==> src/rtl/sfsg_pkg.sv <==
// ----------------------------------------------------------------------------
// sfsg_pkg: shared types and codes for the stroke font segment generator
// Item formats, configuration and pen state structs, opcode and
// direction codes.
// ----------------------------------------------------------------------------
package sfsg_pkg;

  // Item op codes
  typedef enum logic [1:0] {
    OP_BEGIN     = 2'd0,
    OP_STROKE    = 2'd1,
    OP_CHAR_DONE = 2'd2,
    OP_RESERVED  = 2'd3
  } op_t;

  // Stroke record opcodes (byte a bit 7, byte b bit 7)
  typedef enum logic [1:0] {
    CODE_END  = 2'd0,
    CODE_NOP  = 2'd1,
    CODE_MOVE = 2'd2,
    CODE_LINE = 2'd3
  } code_t;

  // Text direction register codes
  typedef enum logic [1:0] {
    DIR_NORMAL = 2'd0,
    DIR_CW     = 2'd1,
    DIR_CCW    = 2'd2,
    DIR_CCW_ALT = 2'd3
  } dir_t;

  // Configuration register indexes
  typedef enum logic [1:0] {
    REG_SCALE = 2'd0,
    REG_DIR   = 2'd1,
    REG_COLOR = 2'd2,
    REG_NONE  = 2'd3
  } reg_idx_t;

  // Result kinds
  localparam logic KIND_SEGMENT = 1'b0;
  localparam logic KIND_ADVANCE = 1'b1;

  localparam logic [3:0] SCALE_MAX   = 4'd10;
  localparam logic [3:0] SCALE_RESET = 4'd1;
  localparam logic [7:0] COLOR_RESET = 8'd15;

  typedef struct packed {
    logic [1:0]         op;
    logic signed [15:0] start_x;
    logic signed [15:0] start_y;
    logic [7:0]         record_byte_a;
    logic [7:0]         record_byte_b;
    logic [7:0]         glyph_width;
  } in_item_t;

  typedef struct packed {
    logic               kind;
    logic signed [15:0] from_x;
    logic signed [15:0] from_y;
    logic signed [15:0] to_x;
    logic signed [15:0] to_y;
    logic [7:0]         segment_color;
    logic [11:0]        char_advance;
    logic signed [15:0] total_advance;
  } out_item_t;

  typedef struct packed {
    logic [3:0] scale;
    dir_t       dir;
    logic [7:0] color;
  } cfg_t;

  typedef struct packed {
    logic [15:0] origin_x;
    logic [15:0] origin_y;
    logic [15:0] pen_x;
    logic [15:0] pen_y;
    logic        glyph_ended;
    logic [15:0] advance_sum;
  } pen_state_t;

endpackage

==> src/rtl/sfsg_step.sv <==
// ----------------------------------------------------------------------------
// sfsg_step: per-item step logic
// Given the current pen state, configuration and one item, computes the
// next pen state and the result item, if any.
// ----------------------------------------------------------------------------
module sfsg_step (
  input  sfsg_pkg::in_item_t   item,
  input  sfsg_pkg::cfg_t       cfg,
  input  sfsg_pkg::pen_state_t st,
  output sfsg_pkg::pen_state_t st_next,
  output logic                 emit,
  output sfsg_pkg::out_item_t  result
);
  import sfsg_pkg::*;

  logic               scale_zero;
  code_t              code;
  logic signed [11:0] dx_s;
  logic signed [11:0] dy_s;
  logic [15:0]        dx;
  logic [15:0]        dy;
  logic [15:0]        nx;
  logic [15:0]        ny;
  logic [11:0]        adv;
  logic [15:0]        adv16;
  logic [15:0]        org_x_adv;
  logic [15:0]        org_y_adv;
  logic [15:0]        sum_adv;

  assign scale_zero = (cfg.scale == 4'd0);
  assign code = code_t'({item.record_byte_a[7], item.record_byte_b[7]});

  // Scaled 7-bit signed coordinates, sign-extended to 16 bits
  assign dx_s = $signed({{5{item.record_byte_a[6]}}, item.record_byte_a[6:0]})
              * $signed({8'd0, cfg.scale});
  assign dy_s = $signed({{5{item.record_byte_b[6]}}, item.record_byte_b[6:0]})
              * $signed({8'd0, cfg.scale});
  assign dx = {{4{dx_s[11]}}, dx_s};
  assign dy = {{4{dy_s[11]}}, dy_s};

  // Map glyph space onto screen by direction
  always_comb begin
    case (cfg.dir)
      DIR_NORMAL: begin
        nx = st.origin_x + dx;
        ny = st.origin_y - dy;
      end
      DIR_CW: begin
        nx = st.origin_x + dy;
        ny = st.origin_y + dx;
      end
      default: begin
        nx = st.origin_x - dy;
        ny = st.origin_y - dx;
      end
    endcase
  end

  // Character advance
  assign adv       = {4'd0, item.glyph_width} * {8'd0, cfg.scale};
  assign adv16     = {4'd0, adv};
  assign org_x_adv = (cfg.dir == DIR_NORMAL) ? st.origin_x + adv16 : st.origin_x;
  assign org_y_adv = (cfg.dir == DIR_NORMAL) ? st.origin_y : st.origin_y + adv16;
  assign sum_adv   = st.advance_sum + adv16;

  // Item decode and state update
  always_comb begin
    st_next = st;
    emit    = 1'b0;
    result  = '0;
    case (op_t'(item.op))
      OP_BEGIN: begin
        st_next.origin_x    = item.start_x;
        st_next.origin_y    = item.start_y;
        st_next.pen_x       = item.start_x;
        st_next.pen_y       = item.start_y;
        st_next.advance_sum = 16'd0;
        st_next.glyph_ended = 1'b0;
      end
      OP_STROKE: begin
        if (!scale_zero && !st.glyph_ended) begin
          case (code)
            CODE_END: begin
              st_next.glyph_ended = 1'b1;
            end
            CODE_MOVE: begin
              st_next.pen_x = nx;
              st_next.pen_y = ny;
            end
            CODE_LINE: begin
              st_next.pen_x        = nx;
              st_next.pen_y        = ny;
              emit                 = 1'b1;
              result.kind          = KIND_SEGMENT;
              result.from_x        = st.pen_x;
              result.from_y        = st.pen_y;
              result.to_x          = nx;
              result.to_y          = ny;
              result.segment_color = cfg.color;
            end
            default: begin
            end
          endcase
        end
      end
      OP_CHAR_DONE: begin
        st_next.origin_x    = org_x_adv;
        st_next.origin_y    = org_y_adv;
        st_next.pen_x       = org_x_adv;
        st_next.pen_y       = org_y_adv;
        st_next.advance_sum = sum_adv;
        st_next.glyph_ended = 1'b0;
        emit                 = !scale_zero;
        result.kind          = KIND_ADVANCE;
        result.char_advance  = adv;
        result.total_advance = sum_adv;
      end
      default: begin
      end
    endcase
  end

endmodule

==> src/rtl/stroke_font_segment_generator_unit.sv <==
// ----------------------------------------------------------------------------
// stroke_font_segment_generator_unit: stroke records to line segments
// Top level: input register, step logic, pen state and result register.
// ----------------------------------------------------------------------------
// One item is taken per clock cycle while in_stall is low; an accepted item
// is held in the input register until the step logic processes it, which
// loads its result into the result register. The per-item path is a 7x4
// multiply per coordinate followed by one 16-bit add, and the pen state
// feeds back around that single stage. Items that produce no result (begin
// string, move-to, end, ignored records, any item while scale is 0) pass
// even while a result waits on out_stall; a result-producing item waits
// until the result register is free. Configuration must be written only
// while idle; the block itself does not enforce this.
// ----------------------------------------------------------------------------
module stroke_font_segment_generator_unit (
  input  logic                clk,
  input  logic                rst,
  input  logic                in_valid,
  output logic                in_stall,
  input  sfsg_pkg::in_item_t  in_data,
  output logic                out_valid,
  input  logic                out_stall,
  output sfsg_pkg::out_item_t out_data,
  input  logic                cfg_write,
  input  logic [1:0]          cfg_index,
  input  logic [7:0]          cfg_data
);
  import sfsg_pkg::*;

  cfg_t       cfg;
  pen_state_t state;
  pen_state_t state_next;
  in_item_t   in_q;
  logic       in_q_valid;
  out_item_t  out_q;
  logic       emit;
  out_item_t  result;
  logic       advance;
  logic       accept;

  // Configuration registers
  always_ff @(posedge clk) begin
    if (rst) begin
      cfg.scale <= SCALE_RESET;
      cfg.dir   <= DIR_NORMAL;
      cfg.color <= COLOR_RESET;
    end else if (cfg_write) begin
      case (reg_idx_t'(cfg_index))
        REG_SCALE: cfg.scale <= (cfg_data[3:0] > SCALE_MAX) ? SCALE_MAX : cfg_data[3:0];
        REG_DIR:   cfg.dir   <= dir_t'(cfg_data[1:0]);
        REG_COLOR: cfg.color <= cfg_data;
        default: begin
        end
      endcase
    end
  end

  // Step logic
  sfsg_step u_step (
    .item    (in_q),
    .cfg     (cfg),
    .st      (state),
    .st_next (state_next),
    .emit    (emit),
    .result  (result)
  );

  // Flow control
  assign advance  = in_q_valid && (!out_valid || !out_stall || !emit);
  assign in_stall = in_q_valid && !advance;
  assign accept   = in_valid && !in_stall;

  // Input register
  always_ff @(posedge clk) begin
    if (rst) begin
      in_q_valid <= 1'b0;
    end else if (accept) begin
      in_q_valid <= 1'b1;
    end else if (advance) begin
      in_q_valid <= 1'b0;
    end
  end

  always_ff @(posedge clk) begin
    if (accept) begin
      in_q <= in_data;
    end
  end

  // Pen state
  always_ff @(posedge clk) begin
    if (rst) begin
      state <= '0;
    end else if (advance) begin
      state <= state_next;
    end
  end

  // Result register
  always_ff @(posedge clk) begin
    if (rst) begin
      out_valid <= 1'b0;
    end else if (advance && emit) begin
      out_valid <= 1'b1;
    end else if (!out_stall) begin
      out_valid <= 1'b0;
    end
  end

  always_ff @(posedge clk) begin
    if (advance && emit) begin
      out_q <= result;
    end
  end

  assign out_data = out_q;

`ifndef SYNTHESIS
  // Stall only ever comes from a held item in the input register
  a_stall_held: assert property (@(posedge clk) disable iff (rst)
    in_stall |-> in_q_valid)
    else $error("in_stall without a held item");

  // Scale register never exceeds its saturation limit
  a_scale_sat: assert property (@(posedge clk) disable iff (rst)
    cfg.scale <= SCALE_MAX)
    else $error("scale above maximum");

  // A waiting result is not overwritten by items that pass by
  a_result_hold: assert property (@(posedge clk) disable iff (rst)
    out_valid && out_stall |=> out_valid && $stable(out_q))
    else $error("waiting result lost or changed");

  // Normal direction advances along x only
  a_adv_axis: assert property (@(posedge clk) disable iff (rst)
    advance && (in_q.op == OP_CHAR_DONE) && (cfg.dir == DIR_NORMAL)
    |=> $stable(state.origin_y))
    else $error("normal-direction advance moved y origin");

  // Begin string always reopens the glyph
  a_begin_clear: assert property (@(posedge clk) disable iff (rst)
    advance && (in_q.op == OP_BEGIN) |=> !state.glyph_ended
      && (state.advance_sum == 16'd0))
    else $error("begin string left stale glyph state");
`endif

endmodule
==> config.mk <==
export PLATFORM = sky130hd
export DESIGN_NAME = stroke_font_segment_generator_unit
export DESIGN_NICKNAME = d
export VERILOG_FILES = /design/src/rtl/sfsg_pkg.sv /design/src/rtl/sfsg_step.sv /design/src/rtl/stroke_font_segment_generator_unit.sv
export SDC_FILE = /design/constraint.sdc
export NUM_CORES = 1
export LEC_CHECK = 0
export BUFFER_PORTS_ARGS = -buffer_cell sky130_fd_sc_hd__clkbuf_2
export CAP_MARGIN = 30
export CORE_MARGIN = 2
export CORE_UTILIZATION = 40
export CTS_BUF_LIST = sky130_fd_sc_hd__clkbuf_16
export DETAILED_ROUTE_END_ITERATION = 6
export PLACE_DENSITY = 0.67
export SLEW_MARGIN = 20
export SYNTH_ARGS = -nofsm -noshare
export SYNTH_HDL_FRONTEND = slang
export SYNTH_SLANG_ARGS = --single-unit
==> constraint.sdc <==
create_clock -name clk -period 6.15 [get_ports clk]
set_clock_uncertainty 0.2 [all_clocks]
set_input_delay 1.23 -clock clk [delete_from_list [all_inputs] [get_ports clk]]
set_output_delay 1.23 -clock clk [all_outputs]
set_load 0.01 [all_outputs]
==> results of run 1 <==
## cell families after synthesis
kind of cell | Yosys count | synth area share
flip-flops | 256 | 0.386
AO/OA/AOI/OAI | 458 | 0.170
multiplexers | 31 | 0.0182
XOR/XNOR | 87 | 0.0438
AND/OR/NAND/NOR | 636 | 0.185
adder cells (fa/ha/maj) | 179 | 0.149
buffers and inverters | 222 | 0.0482
## metal layers
metal,global-route usage,vias to the layer above,share of wire
li1,-,7170,-
met1,0.311,7175,0.44
met2,0.378,477,0.47
met3,0.0300,104,0.055
met4,0.0740,0,0.034
met5,0,-,0
## state kept, by name (all words and copies together) (netlist names)
name and flops:
out_data 101, state 81, in_q 58, cfg 14, in_q_valid 1, out_valid 1
## placed cells by master (no fill, tap or decap), types with 34 or more instances in the layout
master and count:
sky130_fd_sc_hd__nor2_1 159, sky130_fd_sc_hd__xnor2_1 45, sky130_fd_sc_hd__a21oi_1 121, sky130_fd_sc_hd__o21ai_0 95
sky130_fd_sc_hd__buf_4 125, sky130_fd_sc_hd__inv_1 129, sky130_fd_sc_hd__nand2_1 144, sky130_fd_sc_hd__and3_1 64
sky130_fd_sc_hd__edfxtp_1 159, sky130_fd_sc_hd__ha_1 118, sky130_fd_sc_hd__clkbuf_2 174, sky130_fd_sc_hd__and2_1 87
sky130_fd_sc_hd__dfxtp_1 94, sky130_fd_sc_hd__a211oi_1 34, sky130_fd_sc_hd__fa_1 45
## cell usage after synthesis, drive strengths merged, types with 5 or more instances
master	count	area [um^2]
a211o	8	71.3
a211oi	44	348
a21o	21	158
a21oi	136	688
a221oi	7	61.3
a31oi	13	81.3
and2	89	557
and3	66	414
buf	15	61.3
clkbuf	73	274
dfxtp	97	1940
edfxtp	159	4770
fa	47	941
ha	132	1650
inv	134	503
mux2	5	56.3
mux2i	26	260
nand2	146	551
nand2b	16	100
nand3	23	115
nand3b	10	75.1
nand4	5	31.3
nor2	165	619
nor2b	17	106
nor3	36	180
nor3b	11	82.6
nor4	9	71.3
nor4b	5	43.8
o211ai	21	163
o21a	24	180
o21ai	104	524
o21bai	13	97.6
o221ai	7	61.3
o311ai	7	61.3
o31ai	8	60.1
or2	9	56.3
or3	19	124
xnor2	53	464
xor2	34	298
## layout make-up
type                            instances  area [um^2]  share of cell area
Clock buffer                           30          751              0.0352
Inverter                              134          503              0.0236
Antenna cell                            2         5.00            0.000235
Multi-Input combinational cell       1391        10500               0.493
Sequential cell                       256         6720               0.315
Tap cell                              585          732              0.0343
Clock inverter                         26          225              0.0106
Timing Repair Buffer                  304         1880              0.0882
## what timing repair did
item	4_1_cts	5_1_grt
setup endpoints to repair	11	23
buffers inserted	1	12
resized for setup	11	108
pin swaps	5	56
## worst reg2reg max path, delay by kind of cell, from the launching register on
| kind | cells | cell delay [ps] |
|---|---|---|
| AO/OA/AOI/OAI | 6 | 960 |
| AND/OR/NAND/NOR | 8 | 2050 |
| buffers and inverters | 3 | 220 |
| flip-flops | 1 | 400 |
| XOR/XNOR | 1 | 160 |
| adder cells (fa/ha/maj) | 5 | 1850 |
## power breakdown
part	switching [mW]	total (mW)	internal [mW]	leakage, nW
clock network	0.783	1.77	0.988	0.479
logic	0.746	1.28	0.537	6.40
registers	0.0515	1.93	1.88	2.26
## worst paths after layout
check             startpoint            to  slack (ps)
setup reg to reg    in_q[12]  out_data[67]          80
setup / recovery    in_q[12]  out_data[67]          80
hold / removal     state[19]     state[19]         250
hold reg to reg    state[19]     state[19]         250
==> run_results.csv, run 1 <==
group,metric,value,unit
sta,finalMaxSlewViolations,0,
layout,filler_cells_inserted,4047,
placement,placedCellCount,2655,
layout,finalInstanceArea,0.0213,mm^2
placement,buffer_ports.inserted,175,
setup_path,setup.worst_path.class,"reg2reg",
floorplan,num_io_pins,176,
sta,whs,252,ps
logic_synthesis,ys_async_sr_fraction,0,
logic_synthesis,synthesized_netlist_net_count,2121,
logic_synthesis,number_of_enable_flip_flop_cells_after_synthesis,159,
sta,post-route-period-util,0.986,
global_routing,grt_pass1_vias,14400,
logic_synthesis,synth-seq-cells,256,
sta,final-setup-viol-count,0,
clock_tree,postCtsHoldBufs,0,
global_routing,grt.overflow.total,0,
sta,maxSlewHeadroom,0.392,
logic_synthesis,post_synth_instance_area,0.0174,mm^2
logic_synthesis,primary_ff_master_synth,"sky130_fd_sc_hd__edfxtp_1",
layout,finish.cell_count_without_fillers,2728,
sta,tightestPinTransition,912,ps
setup_path,delay_of_the_slowest_cell_on_the_worst_path,540,ps
global_routing,grt_pass1_wl,80600,um
min_path,timing.hold.worst.class,"reg2reg",
setup_path,critPathMaxFanout,4,
global_routing,global_route.usage.total,0.229,
sta,fmaxAchievable,165,MHz
logic_synthesis,synth_warnings,0,
layout,final_net_count,2369,
route,drt_iter0_markers,1230,
floorplan,floorplan.initialDensity,0.405,
run,maxCapViolations,0,
sta,fin_crit,6070,ps
logic_synthesis,synthesis.instances,1869,
sta,finalHoldViolations,0,
clock_tree,clockRootBuffer,"sky130_fd_sc_hd__clkbuf_16",
setup_path,worst_ep_required_time,6310,ps
pwr,pwr_density_cell,234,mW/mm^2
placement,dpl.hpwl,39200,um
logic_synthesis,synth_seq_area_share,0.386,
global_routing,initial_antenna_violation_count,0,
route,drc,0,
route,viasPerCell,5.47,
setup_path,path_depth,23,
placement,placed_cell_area,0.0196,mm^2
clock_tree,cts-buffers-inserted,30,
route,routed_wl,52800,um
placement,place_worst_setup_slack,-262,ps
setup_path,ff2ff_path_depth,23,
layout,finalCoreUtilization,0.496,
logic_synthesis,post_synth_num_cell_types,81,
clock_tree,cts_tree,"done",
setup_path,cp_top_family,"simple AND/OR/NAND/NOR gates",
setup_path,critPathArrivalTime,6230,ps
clock_tree,post_cts_clock_slew_at_the_launch_and_capture_registers_of_the_worst_setup_and_hold_paths,60,ps
layout,drive_above_1_share,0.226,
floorplan,die_h,213,um
sta,rsz0062_at_grt,"true",
global_routing,grt_max_degree,71,
outcome,status,"completed",
route,firstDrtPassIters,6,
setup_path,setup.worst_path.start_class,"flop",
setup_path,worstPathBufferInverterCount,3,
route,ant_nets,0,
layout,area_growth,22.6,%
min_path,hold_path_depth,2,
clock_tree,clock_sink_count,256,
route,avgRoutedWirePerCell,19.3,um
clock_tree,max-clock-path-buffers,3,
logic_synthesis,syn-mean-instance-area,9.31,um^2
pwr,power.ir.vdd_worst,0.176,mV
floorplan,chipWidth,213,um
setup_path,cp_cell_sequence,"buf_6 > and2_4 > ha_4 > fa_1 > inv_2 > fa_1 > inv_2 > ha_4 > or3b_4 > o221ai_2 > or3_4 > nor4_4 > or3b_4 > xor2_2 > o21bai_1 > ha_1 > a21o_1 > nand2b_4 > a21oi_4 > a211oi_2 > or3_4 > a211o_1 > and3_1",
floorplan,placement_rows,76,
route,vias,14900,
floorplan,floorplan.core_area,0.0430,mm^2
floorplan,overall_die_area,0.0452,mm^2
clock_tree,clk_latency,600,ps
sta,worst_slack,83.9,ps
placement,place_congestion,0.924,
sta,total_negative_slack_for_setup_checks,0,ps
setup_path,setup.worst_path.end_class,"flop",
setup_path,critical-path-slowest-cell,"sky130_fd_sc_hd__fa_1",
clock_tree,clock_tree.htree_level_count,1,
pwr,static-leakage-power,9.14,nW
pwr,report.power.total,4.99,mW
Note: power is estimated with default switching activity, not from simulation.
==> inputs of run 2 (changes only) <==
- ABC_CLOCK_PERIOD_IN_PS: unset -> 6150
- SYNTH_HIERARCHICAL: unset -> 1
==> run 2 against run 1 <==
Routed wire length increased by 1.1%. Register-to-register slack got worse by 70 ps. Combinational power increased by 27%. Global-route usage decreased by 1.3 points. Hold slack improved by 14 ps. Critical path depth increased by 6. Fmax decreased by 1.1%. Via count increased by 2.9%.
==> run_results.csv, run 2 <==
group,metric,value,unit
setup_path,critPathMaxFanout,3,
sta,finalMaxSlewViolations,0,
floorplan,floorplan.core_area,0.0455,mm^2
logic_synthesis,synth_seq_area_share,0.363,
setup_path,setup.worst_path.end_class,"flop",
sta,maxSlewHeadroom,0.346,
floorplan,num_io_pins,176,
global_routing,grt_max_degree,108,
floorplan,floorplan.initialDensity,0.407,
placement,buffer_ports.inserted,175,
pwr,cell_internal_pwr,3.68,mW
clock_tree,clockRootBuffer,"sky130_fd_sc_hd__clkbuf_16",
setup_path,setup.worst_path.start_class,"flop",
pwr,comb_pwr_share,0.299,
logic_synthesis,yosys.cell_count.top_type,"sky130_fd_sc_hd__nand2_1",
logic_synthesis,post_synth_num_cell_types,81,
setup_path,worstPathBufferInverterCount,4,
sta,tightestPinTransition,980,ps
setup_path,reg2reg_from,"in_q[10]",
layout,largest_register_ff_count,101,
clock_tree,post_cts_clock_slew_at_the_launch_and_capture_registers_of_the_worst_setup_and_hold_paths,60,ps
run,maxCapViolations,0,
pwr,total_switching_power,1.73,mW
placement,placed_cell_area,0.0208,mm^2
setup_path,critPathArrivalTime,6390,ps
placement,dpl.hpwl,39500,um
sta,final-setup-viol-count,0,
route,firstDrtPassIters,7,
layout,layout.cells.most_common,"sky130_fd_sc_hd__nand2_1",
layout,most-common-layout-cells,"184 x sky130_fd_sc_hd__nand2_1, 174 x sky130_fd_sc_hd__clkbuf_2, 173 x sky130_fd_sc_hd__nand2b_1, 159 x sky130_fd_sc_hd__edfxtp_1, 158 x sky130_fd_sc_hd__buf_4",
setup_path,setup.worst_path.class,"reg2reg",
layout,filler_cells_inserted,4284,
clock_tree,clk_latency,600,ps
layout,final_net_count,2485,
route,drc,0,
route,avgRoutedWirePerCell,18.7,um
pwr,p_clk_frac,0.341,
logic_synthesis,syn-mean-instance-area,9.45,um^2
setup_path,cp_top_family,"simple AND/OR/NAND/NOR gates",
sta,fin_crit,6130,ps
global_routing,grt.overflow.total,0,
floorplan,chipWidth,219,um
route,ant_nets,0,
pwr,switching_share,0.319,
floorplan,placement_rows,78,
setup_path,delay_of_the_slowest_cell_on_the_worst_path,510,ps
min_path,holdCritStartpoint,"cfg[1]",
layout,finalCoreUtilization,0.497,
layout,drive_above_1_share,0.221,
layout,finalInstanceArea,0.0226,mm^2
sta,rsz0062_at_grt,"true",
setup_path,worst_ep_required_time,6410,ps
clock_tree,cts-buffers-inserted,30,
logic_synthesis,synthesized_netlist_net_count,2208,
placement,place_congestion,0.895,
logic_synthesis,primary_ff_master_synth,"sky130_fd_sc_hd__edfxtp_1",
setup_path,reg2reg_slack,20,ps
logic_synthesis,synth-seq-cells,256,
layout,finish.cell_count_without_fillers,2857,
logic_synthesis,ys_async_sr_fraction,0,
clock_tree,clock_sink_count,256,
min_path,hold_path_end,"cfg[1]",
sta,post-route-period-util,0.997,
placement,placedCellCount,2781,
global_routing,initial_antenna_violation_count,1,
sta,finalHoldViolations,0,
layout,n_antenna_cell,0,
logic_synthesis,synth_top_area_cell,"sky130_fd_sc_hd__edfxtp_1",
clock_tree,max-clock-path-buffers,3,
floorplan,die_h,219,um
layout,area_growth,22.1,%
global_routing,grt_pass1_vias,14700,
logic_synthesis,post_synth_instance_area,0.0185,mm^2
logic_synthesis,yosysTopAreaCellShare,0.258,
logic_synthesis,synthesis.instances,1956,
setup_path,critical-path-slowest-cell,"sky130_fd_sc_hd__fa_1",
route,viasPerCell,5.38,
min_path,timing.hold.worst.class,"reg2reg",
route,drt_iter0_markers,1086,
route,routed_wl,53400,um
sta,fmaxAchievable,163,MHz
outcome,status,"completed",
clock_tree,clock_tree.htree_level_count,1,
pwr,static-leakage-power,9.99,nW
setup_path,ff2ff_path_depth,29,
pwr,report.power.total,5.41,mW
pwr,sequentialPowerShare,0.360,
route,vias,15400,
floorplan,overall_die_area,0.0480,mm^2
global_routing,global_route.usage.total,0.216,
min_path,hold_path_depth,1,
pwr,pwr_density_cell,240,mW/mm^2
logic_synthesis,number_of_enable_flip_flop_cells_after_synthesis,159,
pwr,power.ir.vdd_worst,0.240,mV
logic_synthesis,ys_top_cells_by_count,"184 x sky130_fd_sc_hd__nand2_1, 173 x sky130_fd_sc_hd__nand2b_1, 159 x sky130_fd_sc_hd__edfxtp_1, 135 x sky130_fd_sc_hd__inv_1, 132 x sky130_fd_sc_hd__ha_1",
clock_tree,cts_tree,"done",
global_routing,grt_pass1_wl,81100,um
logic_synthesis,synth_top_cells_by_area,"sky130_fd_sc_hd__edfxtp_1 26%, sky130_fd_sc_hd__dfxtp_1 11%, sky130_fd_sc_hd__ha_1 8.9%, sky130_fd_sc_hd__nand2b_1 5.9%, sky130_fd_sc_hd__mux2i_1 5.3%",
logic_synthesis,synth_warnings,6,
setup_path,rr_endpoint,"state[31]",
[run 2: cell count changes in the layout (fill, tap and decap cells not counted), moves of 21 or more]
cell,change
sky130_fd_sc_hd__o21ai_0,-33
sky130_fd_sc_hd__a21oi_1,-41
sky130_fd_sc_hd__nand2b_1,+159
sky130_fd_sc_hd__buf_4,+33
sky130_fd_sc_hd__a211oi_1,-21
sky130_fd_sc_hd__nand2_1,+40
sky130_fd_sc_hd__nor2_1,-65
sky130_fd_sc_hd__a22oi_1,+35
sky130_fd_sc_hd__mux2i_1,+70
[run 2: routing by layer]
metal / track usage / vias up / wire length, um
li1: - / 7391 / -
met1: 0.287 / 7471 / 23200
met2: 0.365 / 418 / 25800
met3: 0.0251 / 82 / 2740
met4: 0.0685 / 0 / 1640
met5: 0 / - / 0
[run 2: layout make-up]
| type | count | area (um^2) | area share |
|---|---|---|---|
| Tap cell | 600 | 751 | 0.0332 |
| Sequential cell | 256 | 6720 | 0.298 |
| Multi-Input combinational cell | 1468 | 11400 | 0.505 |
| Clock buffer | 31 | 776 | 0.0343 |
| Inverter | 137 | 514 | 0.0228 |
| Clock inverter | 25 | 244 | 0.0108 |
| Timing Repair Buffer | 340 | 2170 | 0.0962 |
[run 2: logic make-up after synthesis]
group,synth area share
simple gates,0.197
fa+ha+maj,0.140
xor+xnor,0.0464
mux,0.0537
flops,0.363
compound gates,0.146
buf+inv,0.0536
[run 2: repair_timing]
action                     4_1_cts  5_1_grt
hold buffers                     0        0
pin swaps                       20       46
gates cloned                     0        0
gates resized for setup         44       79
buffers inserted                 4       18
setup endpoints to repair       15       23
[run 2: worst max path at each step]
stage	startpoint	end	depth (start not counted)
floorplan	cfg[12]	state[32]	29
global placement	in_q[12]	state[32]	28
detailed placement	in_q[9]	state[32]	29
CTS	cfg[12]	state[32]	27
global route	in_q[10]	state[31]	28
finish	in_q[10]	state[31]	29
[run 2: per-stage QoR]
step | hold WS, ps | setup slack [ps] | TNS, ps
CTS | 261 | -14.7 | -14.7
global placement | 242 | -190 | -726
finish | 266 | 15.4 | 0
global route | 291 | -193 | -1450
detailed placement | 248 | -289 | -2250
floorplan | 227 | 7.79 | 0
[run 2: power by group through the flow]
stage / sequential (mW) / combinational, mW / clock [mW]
after global placement: 1.98 / 1.41 / 0
final: 1.95 / 1.62 / 1.85
after floorplan: 1.96 / 0.905 / 0
after global routing: 1.95 / 1.75 / 1.96
after detailed placement: 1.98 / 1.44 / 0
after CTS: 1.95 / 1.49 / 1.89
